### config.mk
export PLATFORM = sky130hd
export DESIGN_NAME = heartbeat_pwm_pattern_sequencer_flat
export DESIGN_NICKNAME = d
export VERILOG_FILES = /design/src/sv/hps_pkg.sv /design/src/sv/hps_if.sv /design/src/sv/heartbeat_pwm_pattern_sequencer.sv /design/src/flat_wrapper.sv
export SDC_FILE = /design/constraint.sdc
export NUM_CORES = 1
export LEC_CHECK = 0
export ABC_AREA = 1
export BUFFER_PORTS_ARGS = -buffer_cell sky130_fd_sc_hd__buf_2
export CAP_MARGIN = 0
export CORE_MARGIN = 2
export CORE_UTILIZATION = 55
export CTS_BUF_LIST = sky130_fd_sc_hd__clkbuf_8
export DETAILED_ROUTE_END_ITERATION = 10
export HOLD_SLACK_MARGIN = 0.03
export PLACE_DENSITY = 0.75
export SYNTH_ARGS = -nofsm -noshare
export SYNTH_HDL_FRONTEND = slang
export SYNTH_SLANG_ARGS = --single-unit
export TNS_END_PERCENT = 1
### constraint.sdc
create_clock -name clk -period 7.9 [get_ports clk]
set_clock_uncertainty 0.2 [all_clocks]
set_input_delay 0.395 -clock clk [delete_from_list [all_inputs] [get_ports clk]]
set_output_delay 0.395 -clock clk [all_outputs]
set_load 0.02 [all_outputs]
### src/sv/hps_pkg.sv
// Shared types, constants and table functions for the heartbeat PWM pattern sequencer.
package hps_pkg;

	// field widths
	localparam int unsigned POT_W    = 10;
	localparam int unsigned DUTY_W   = 10;
	localparam int unsigned BRIGHT_W = 8;
	localparam int unsigned IDX_W    = 5;
	localparam int unsigned STEP_W   = 3;
	localparam int unsigned PAUSE_W  = 8;

	// table depth addressed by the index
	localparam int unsigned WAVE_DEPTH = 32;

	// defaults for the top-level parameters
	localparam int unsigned WAVE_LEN_DEF = 24;
	localparam int unsigned DUTY_TOP_DEF = 999;

	// pause length = PAUSE_BASE + period * PAUSE_SPAN / POT_FULL
	localparam int unsigned PAUSE_BASE = 30;
	localparam int unsigned PAUSE_SPAN = 220;
	localparam int unsigned POT_FULL   = 1023;
	localparam int unsigned BRIGHT_MAX = 255;

	typedef logic [WAVE_DEPTH-1:0][DUTY_W-1:0] duty_lut_t;

	// Heartbeat brightness shape; positions past the listed entries read as zero
	function automatic logic [BRIGHT_W-1:0] wave_entry(input logic [IDX_W-1:0] idx);
		logic [BRIGHT_W-1:0] b;
		case (idx)
			5'd0:    b = 8'd0;
			5'd1:    b = 8'd12;
			5'd2:    b = 8'd45;
			5'd3:    b = 8'd110;
			5'd4:    b = 8'd195;
			5'd5:    b = 8'd252;
			5'd6:    b = 8'd255;
			5'd7:    b = 8'd235;
			5'd8:    b = 8'd190;
			5'd9:    b = 8'd140;
			5'd10:   b = 8'd95;
			5'd11:   b = 8'd70;
			5'd12:   b = 8'd85;
			5'd13:   b = 8'd115;
			5'd14:   b = 8'd148;
			5'd15:   b = 8'd165;
			5'd16:   b = 8'd155;
			5'd17:   b = 8'd130;
			5'd18:   b = 8'd98;
			5'd19:   b = 8'd65;
			5'd20:   b = 8'd35;
			5'd21:   b = 8'd14;
			5'd22:   b = 8'd3;
			default: b = 8'd0;
		endcase
		return b;
	endfunction

	// Duty for every table position, worked out at elaboration; masked to the field
	function automatic duty_lut_t build_duty_lut(input int unsigned top);
		duty_lut_t   lut;
		int unsigned prod;
		for (int unsigned i = 0; i < WAVE_DEPTH; i++) begin
			prod   = int'(wave_entry(IDX_W'(i))) * top;
			lut[i] = DUTY_W'(prod / BRIGHT_MAX);
		end
		return lut;
	endfunction

endpackage

### src/sv/hps_if.sv
// Handshake channels of the sequencer: tick samples in, LED drive results out.
interface hps_in_if;
	import hps_pkg::*;

	logic               valid;
	logic               ready;
	logic [POT_W-1:0]   period_pot;
	logic [POT_W-1:0]   rate_pot;

	modport source (output valid, output period_pot, output rate_pot, input ready);
	modport sink   (input valid, input period_pot, input rate_pot, output ready);
endinterface

interface hps_out_if;
	import hps_pkg::*;

	logic                valid;
	logic                ready;
	logic [DUTY_W-1:0]   duty;
	logic [BRIGHT_W-1:0] brightness;
	logic                pausing;

	modport source (output valid, output duty, output brightness, output pausing, input ready);
	modport sink   (input valid, input duty, input brightness, input pausing, output ready);
endinterface

### src/sv/heartbeat_pwm_pattern_sequencer.sv
// Heartbeat PWM pattern sequencer: tick register, state update, result register.
//
//  Channel | Dir | Payload                      | Beat
//  --------+-----+------------------------------+--------------------------
//  tick    | in  | period_pot, rate_pot         | one animation tick
//  led     | out | duty, brightness, pausing    | LED drive after that tick
//
// One tick per clock sustained while led is not stalled; an accepted tick passes the tick
// register, then the state and result registers, before its beat shows on led.
// Latency is set by the tick register and the result register; the state
// update between them is one counter step and a table look-up.
// arst_n clears the index, counters, pause flag, held values and both valid bits.
// A stalled led beat holds; tick stays ready while the result register can move.
module heartbeat_pwm_pattern_sequencer #(
	parameter int unsigned WAVE_LEN = hps_pkg::WAVE_LEN_DEF,
	parameter int unsigned DUTY_TOP = hps_pkg::DUTY_TOP_DEF
) (
	input  logic      clk,
	input  logic      arst_n,
	hps_in_if.sink    tick,
	hps_out_if.source led
);
	import hps_pkg::*;

	localparam duty_lut_t DUTY_LUT = build_duty_lut(DUTY_TOP);

	// tick register
	logic             valid_s1;
	logic [POT_W-1:0] period_s1;
	logic [POT_W-1:0] rate_s1;

	// sequencer state
	logic [IDX_W-1:0]    wave_index_q;
	logic                pause_flag_q;
	logic [STEP_W-1:0]   step_count_q;
	logic [PAUSE_W-1:0]  pause_count_q;
	logic [BRIGHT_W-1:0] held_bright_q;
	logic [DUTY_W-1:0]   held_duty_q;

	// result register
	logic                out_valid_q;

	logic advance;

	// next state
	logic [IDX_W-1:0]    wave_index_d;
	logic                pause_flag_d;
	logic [STEP_W-1:0]   step_count_d;
	logic [PAUSE_W-1:0]  pause_count_d;
	logic [BRIGHT_W-1:0] held_bright_d;
	logic [DUTY_W-1:0]   held_duty_d;

	logic [STEP_W-1:0]   divider;
	logic [STEP_W-1:0]   step_inc;
	logic [IDX_W:0]      next_index;
	logic [PAUSE_W-1:0]  pause_inc;
	logic [17:0]         period_prod;
	logic [PAUSE_W-1:0]  quot_est;
	logic [10:0]         rem_est;
	logic [PAUSE_W-1:0]  pause_len;

	// handshake: the tick register moves on whenever the result register can take it
	assign advance    = valid_s1 && (!out_valid_q || led.ready);
	assign tick.ready = !valid_s1 || advance;

	always_ff @(posedge clk or negedge arst_n) begin
		if (!arst_n) begin
			valid_s1 <= 1'b0;
		end else if (tick.ready) begin
			valid_s1 <= tick.valid;
		end
	end

	always_ff @(posedge clk) begin
		if (tick.valid && tick.ready) begin
			period_s1 <= tick.period_pot;
			rate_s1   <= tick.rate_pot;
		end
	end

	// divider 1..4 from the top two bits of the rate sample
	assign divider = STEP_W'(rate_s1[POT_W-1 -: 2]) + STEP_W'(1);

	// pause length: period*220/1023 by x/1024 estimate plus one correction
	assign period_prod = 18'(period_s1) * 18'(PAUSE_SPAN);
	assign quot_est    = period_prod[17:10];
	assign rem_est     = 11'(period_prod[9:0]) + 11'(quot_est);
	assign pause_len   = PAUSE_W'(PAUSE_BASE) + quot_est
		+ PAUSE_W'(rem_est >= 11'(POT_FULL));

	assign step_inc   = step_count_q + STEP_W'(1);
	assign next_index = {1'b0, wave_index_q} + (IDX_W+1)'(1);
	assign pause_inc  = pause_count_q + PAUSE_W'(1);

	// state update for one tick
	always_comb begin
		wave_index_d  = wave_index_q;
		pause_flag_d  = pause_flag_q;
		step_count_d  = step_count_q;
		pause_count_d = pause_count_q;
		held_bright_d = held_bright_q;
		held_duty_d   = held_duty_q;
		if (!pause_flag_q) begin
			step_count_d = step_inc;
			if (step_inc >= divider) begin
				step_count_d = '0;
				if (next_index >= (IDX_W+1)'(WAVE_LEN)) begin
					// end of beat: go quiet
					wave_index_d  = '0;
					pause_flag_d  = 1'b1;
					pause_count_d = '0;
					held_bright_d = '0;
					held_duty_d   = '0;
				end else begin
					wave_index_d  = next_index[IDX_W-1:0];
					held_bright_d = wave_entry(next_index[IDX_W-1:0]);
					held_duty_d   = DUTY_LUT[next_index[IDX_W-1:0]];
				end
			end
		end else begin
			pause_count_d = pause_inc;
			if (pause_inc >= pause_len) begin
				pause_flag_d = 1'b0;
				wave_index_d = '0;
				step_count_d = '0;
			end
		end
	end

	// state registers
	always_ff @(posedge clk or negedge arst_n) begin
		if (!arst_n) begin
			wave_index_q  <= '0;
			pause_flag_q  <= 1'b0;
			step_count_q  <= '0;
			pause_count_q <= '0;
			held_bright_q <= '0;
			held_duty_q   <= '0;
		end else if (advance) begin
			wave_index_q  <= wave_index_d;
			pause_flag_q  <= pause_flag_d;
			step_count_q  <= step_count_d;
			pause_count_q <= pause_count_d;
			held_bright_q <= held_bright_d;
			held_duty_q   <= held_duty_d;
		end
	end

	// result register valid
	always_ff @(posedge clk or negedge arst_n) begin
		if (!arst_n) begin
			out_valid_q <= 1'b0;
		end else if (!out_valid_q || led.ready) begin
			out_valid_q <= valid_s1;
		end
	end

	// result payload mirrors the held state
	assign led.valid      = out_valid_q;
	assign led.duty       = held_duty_q;
	assign led.brightness = held_bright_q;
	assign led.pausing    = pause_flag_q;

endmodule

### src/flat_wrapper.sv
// flat-port wrapper written by rule: the top's interface ports become plain ports
module heartbeat_pwm_pattern_sequencer_flat import hps_pkg::*;
#(
	parameter int unsigned WAVE_LEN = hps_pkg::WAVE_LEN_DEF,
	parameter int unsigned DUTY_TOP = hps_pkg::DUTY_TOP_DEF
)
  (clk, arst_n, tick_valid, tick_period_pot, tick_rate_pot, tick_ready, led_valid, led_duty, led_brightness, led_pausing, led_ready);
  hps_in_if tick_i ();
  hps_out_if led_i ();
  input  logic clk;
  input  logic arst_n;
  input wire logic [$bits(tick_i.valid)-1:0] tick_valid;
  input wire logic [$bits(tick_i.period_pot)-1:0] tick_period_pot;
  input wire logic [$bits(tick_i.rate_pot)-1:0] tick_rate_pot;
  output wire logic [$bits(tick_i.ready)-1:0] tick_ready;
  output wire logic [$bits(led_i.valid)-1:0] led_valid;
  output wire logic [$bits(led_i.duty)-1:0] led_duty;
  output wire logic [$bits(led_i.brightness)-1:0] led_brightness;
  output wire logic [$bits(led_i.pausing)-1:0] led_pausing;
  input wire logic [$bits(led_i.ready)-1:0] led_ready;
  assign tick_i.valid = tick_valid;
  assign tick_i.period_pot = tick_period_pot;
  assign tick_i.rate_pot = tick_rate_pot;
  assign tick_ready = tick_i.ready;
  assign led_valid = led_i.valid;
  assign led_duty = led_i.duty;
  assign led_brightness = led_i.brightness;
  assign led_pausing = led_i.pausing;
  assign led_i.ready = led_ready;
  heartbeat_pwm_pattern_sequencer #(.WAVE_LEN(WAVE_LEN), .DUTY_TOP(DUTY_TOP)) u_core (.clk(clk), .arst_n(arst_n), .tick(tick_i), .led(led_i));
endmodule
==> results.md <==
* CP Launch Type: register
* Max stage delay cell, worst path: fa_1
* Critical path capture point type: register
* Setup ws final at about 0.63 ns
* Dpl hpwl at 8460 um
* Root buffer cell: clkbuf_8
* Port bufs at 36
* First-pass GRT wire length at between 15000 and 20000 um
* Peak Freq at ~0.14 GHz
* Layout cells sized above 1 at a little over an eighth
* CTS Buf Count at 5
* Fin crit share at ~92%
* Final Hold Fails at 0
* Worst Tran Pin Value at about 0.8 ns
* Crit path DAT at about 7.3 ns
* Vias/cell at 5.36
* Count of cell types in the netlist at 45
* Chip height at around 100 um
* Required @ worst endpoint at 7.88 ns
* Clk sinks at a little under 50
* Worst r2r src: u_core.period_s1[6]$_DFFE_PP_
* Clk slew on worst S/H paths at 0.10 ns
* Htree depth at 2
* Detailed Routing Iterations Pass 1 at 5
* Status: finished, final reports clean
* CP peak stage delay at 0.56 ns
* Period minus WS final at 7.27 ns
* Placed cell area at slightly above 5000 um2
* DR WL/cell at around 14 um
* Syn. warnings at 0
* Initial Util at between 50% and 60%
* Mean post-synth cell area at ~7.9 um2
* Fin. max-slew vios at 0
* Most used cell, CP: nand2_1
* CTS tree: yes
* Largest net degree at the start of global routing at 38
* Setup Buffers After CTS at 0
* RePlAce Congestion at 0.911
* Final #Nets at 764
* Post-Place Worst Slack at approximately 0.65 ns
* Register area share after synthesis at a little over a quarter
* Placed Cells at about 760
* Setup TNS at 0 ns
* Design Area, Final at ~5200 um2
* Post-CTS sizing at 0
* RSZ-0062 raised after global routing: no
* Area delta synth->final at 7.98%
* Syn Inst Count at just over 600
* Area of the multi-input gates at 3050 um2
* Violation count after the first detailed-routing iteration at between 150 and 200
* Synthesized Nets at 726
* Total number of vias at a little over 4k
* Relative max-transition margin at between 40% and 50%
* Area occupied by registers at 1290 um2
* N_diodes at 0
* Vias in the first global route at approximately 4k
* DRC at 0
* # setup viols final at 0
* Antenna Nets Post-Route at 0
* Row cnt at 34
* Clk_lat worst skew at around 0.32 ns
* WS Path Type: register to register
* HP Start: tick_period_pot[4]
* Die Area at 9580 um2
* Number of non-filler instances in the completed layout at approximately 760
* Total Routed Length at roughly 10000 um
* Initial antenna violation count at 0
* Die width at around 98 um
* Critical path startpoint: u_core.period_s1[6]$_DFFE_PP_
* Number of fill cells at 753
* Yosys reg bits at 49
* Maximum root-to-sink buffer count at 2
* Crit Path Max Fanout at 6
* Max-cap check violation count at 0
* IO Pins at 45
* Total congestion overflow at 0
* Worst hold path type: primary input to register
* Tot GR Track Use at 23.1%
* Core area at 8640 um2
* Synth Cell Area at around 4800 um2
## per-layer routing
layer  up-vias  global-route usage (%)  routed length (um)
met5         -                       0                   0
met4         0                    4.91                  73
met3         6                    2.86                 421
met2        77                    38.3                4910
met1      1942                    32.7                4980
li1       2067                       -                   -
## layout by cell type (no fill, tap or decap), types with 2 or more instances in the layout
cell,n
a21o_1,2
a21oi_1,20
a21oi_2,5
a31oi_1,2
buf_2,36
clkbuf_8,5
dfrtp_1,37
edfxtp_1,12
fa_1,22
ha_1,63
inv_1,116
inv_2,10
inv_4,3
nand2_1,136
nand2_2,8
nand3_1,21
nand3_2,7
nand4_1,9
nor2_1,35
nor2_2,5
nor3_1,3
o211ai_1,3
o21ai_0,28
o21ai_1,18
o221ai_1,2
o22ai_1,8
o31ai_1,4
xnor2_1,5
xor2_1,12
xor2_2,2
## logic make-up (layout without fill, tap and decap cells)
family	after synthesis	count (layout)	synth area share (%)
flip-flops	49	49	26.5
XOR/XNOR	20	20	4.08
adder cells (fa/ha/maj)	85	85	25.3
buffers and inverters	134	173	10.5
AO/OA/AOI/OAI	101	101	12.6
multiplexers	1	1	0.207
AND/OR/NAND/NOR	227	227	20.7
## critical path, delay by kind of cell (launching register included)
family / cells / cell delay, ns
AND/OR/NAND/NOR: 20 / 2.07
buffers and inverters: 7 / 0.47
AO/OA/AOI/OAI: 3 / 0.42
flip-flops: 1 / 0.54
XOR/XNOR: 2 / 0.44
adder cells (fa/ha/maj): 8 / 2.99
## state kept, by name, summed over array words and instances (netlist names)
register,cells
u_core.pause_count_q,8
u_core.rate_s1,2
u_core.wave_index_q,5
u_core.led.pausing,1
u_core.led.duty,10
u_core.step_count_q,3
u_core.led.brightness,8
u_core.period_s1,10
u_core.led.valid,1
u_core.valid_s1,1
## path summary, 6_finish.rpt
check / end / slack (ns) / depth (start not counted)
worst max-delay path: u_core.wave_index_q[4]$_DFFE_PN0P_ / 0.63 / 40
worst min-delay path: u_core.period_s1[4]$_DFFE_PP_ / 0.05 / 1
worst max register to register: u_core.wave_index_q[4]$_DFFE_PN0P_ / 0.63 / 40
worst min register to register: u_core.led.duty[9]$_DFFE_PN0P_ / 0.29 / 2
max in group asynchronous: u_core.wave_index_q[4]$_DFFE_PN0P_ / 6.47 / 2
min in group asynchronous: u_core.pause_count_q[5]$_DFFE_PN0P_ / 0.50 / 2
## layout make-up
cell class / instances / share of cell area, %
Clock buffer: 5 / 1.31
Clock inverter: 3 / 0.383
Inverter: 128 / 9.23
Multi-Input combinational cell: 434 / 58.3
Sequential cell: 49 / 24.6
Tap cell: 108 / 2.58
Timing Repair Buffer: 37 / 3.63
## cells in the mapped netlist, drive strengths merged
| master | n | area share, % |
|---|---|---|
| a21o | 2 | 0.31 |
| a21oi | 25 | 3.0 |
| a22o | 1 | 0.18 |
| a31oi | 2 | 0.26 |
| a32o | 1 | 0.21 |
| a32oi | 1 | 0.18 |
| buf | 4 | 0.41 |
| clkbuf | 2 | 0.15 |
| clkinv | 1 | 0.077 |
| dfrtp | 37 | 19 |
| edfxtp | 12 | 7.4 |
| fa | 22 | 9.1 |
| ha | 63 | 16 |
| inv | 127 | 9.9 |
| mux2i | 1 | 0.21 |
| nand2 | 145 | 12 |
| nand3 | 28 | 3.6 |
| nand3b | 1 | 0.23 |
| nand4 | 9 | 1.2 |
| nor2 | 41 | 3.6 |
| nor3 | 3 | 0.31 |
| o211ai | 3 | 0.46 |
| o21a | 1 | 0.15 |
| o21ai | 47 | 4.9 |
| o21bai | 1 | 0.23 |
| o221ai | 2 | 0.36 |
| o22ai | 8 | 1.0 |
| o311ai | 1 | 0.18 |
| o31ai | 4 | 0.62 |
| o32ai | 1 | 0.18 |
| o41ai | 1 | 0.34 |
| xnor2 | 6 | 1.2 |
| xor2 | 14 | 2.8 |
## metrics by stage
stage | hold WS (ns) | util (%)
final | 0.0488 | 60.6
after global routing | 0.0416 | 60.6
after CTS | 0.0451 | 60.6
after detailed placement | 0.269 | 59.5
after global placement | 0.265 | 59.5
after floorplan | -0.101 | -
## what timing repair did
action	in CTS	in global routing
hold buffers	1	0
endpoints found under the hold margin	37	0
endpoints found under the setup margin	0	0
Power is not shown: default switching activity piles up to over one toggle a cycle in this logic, so the estimate is an artifact.
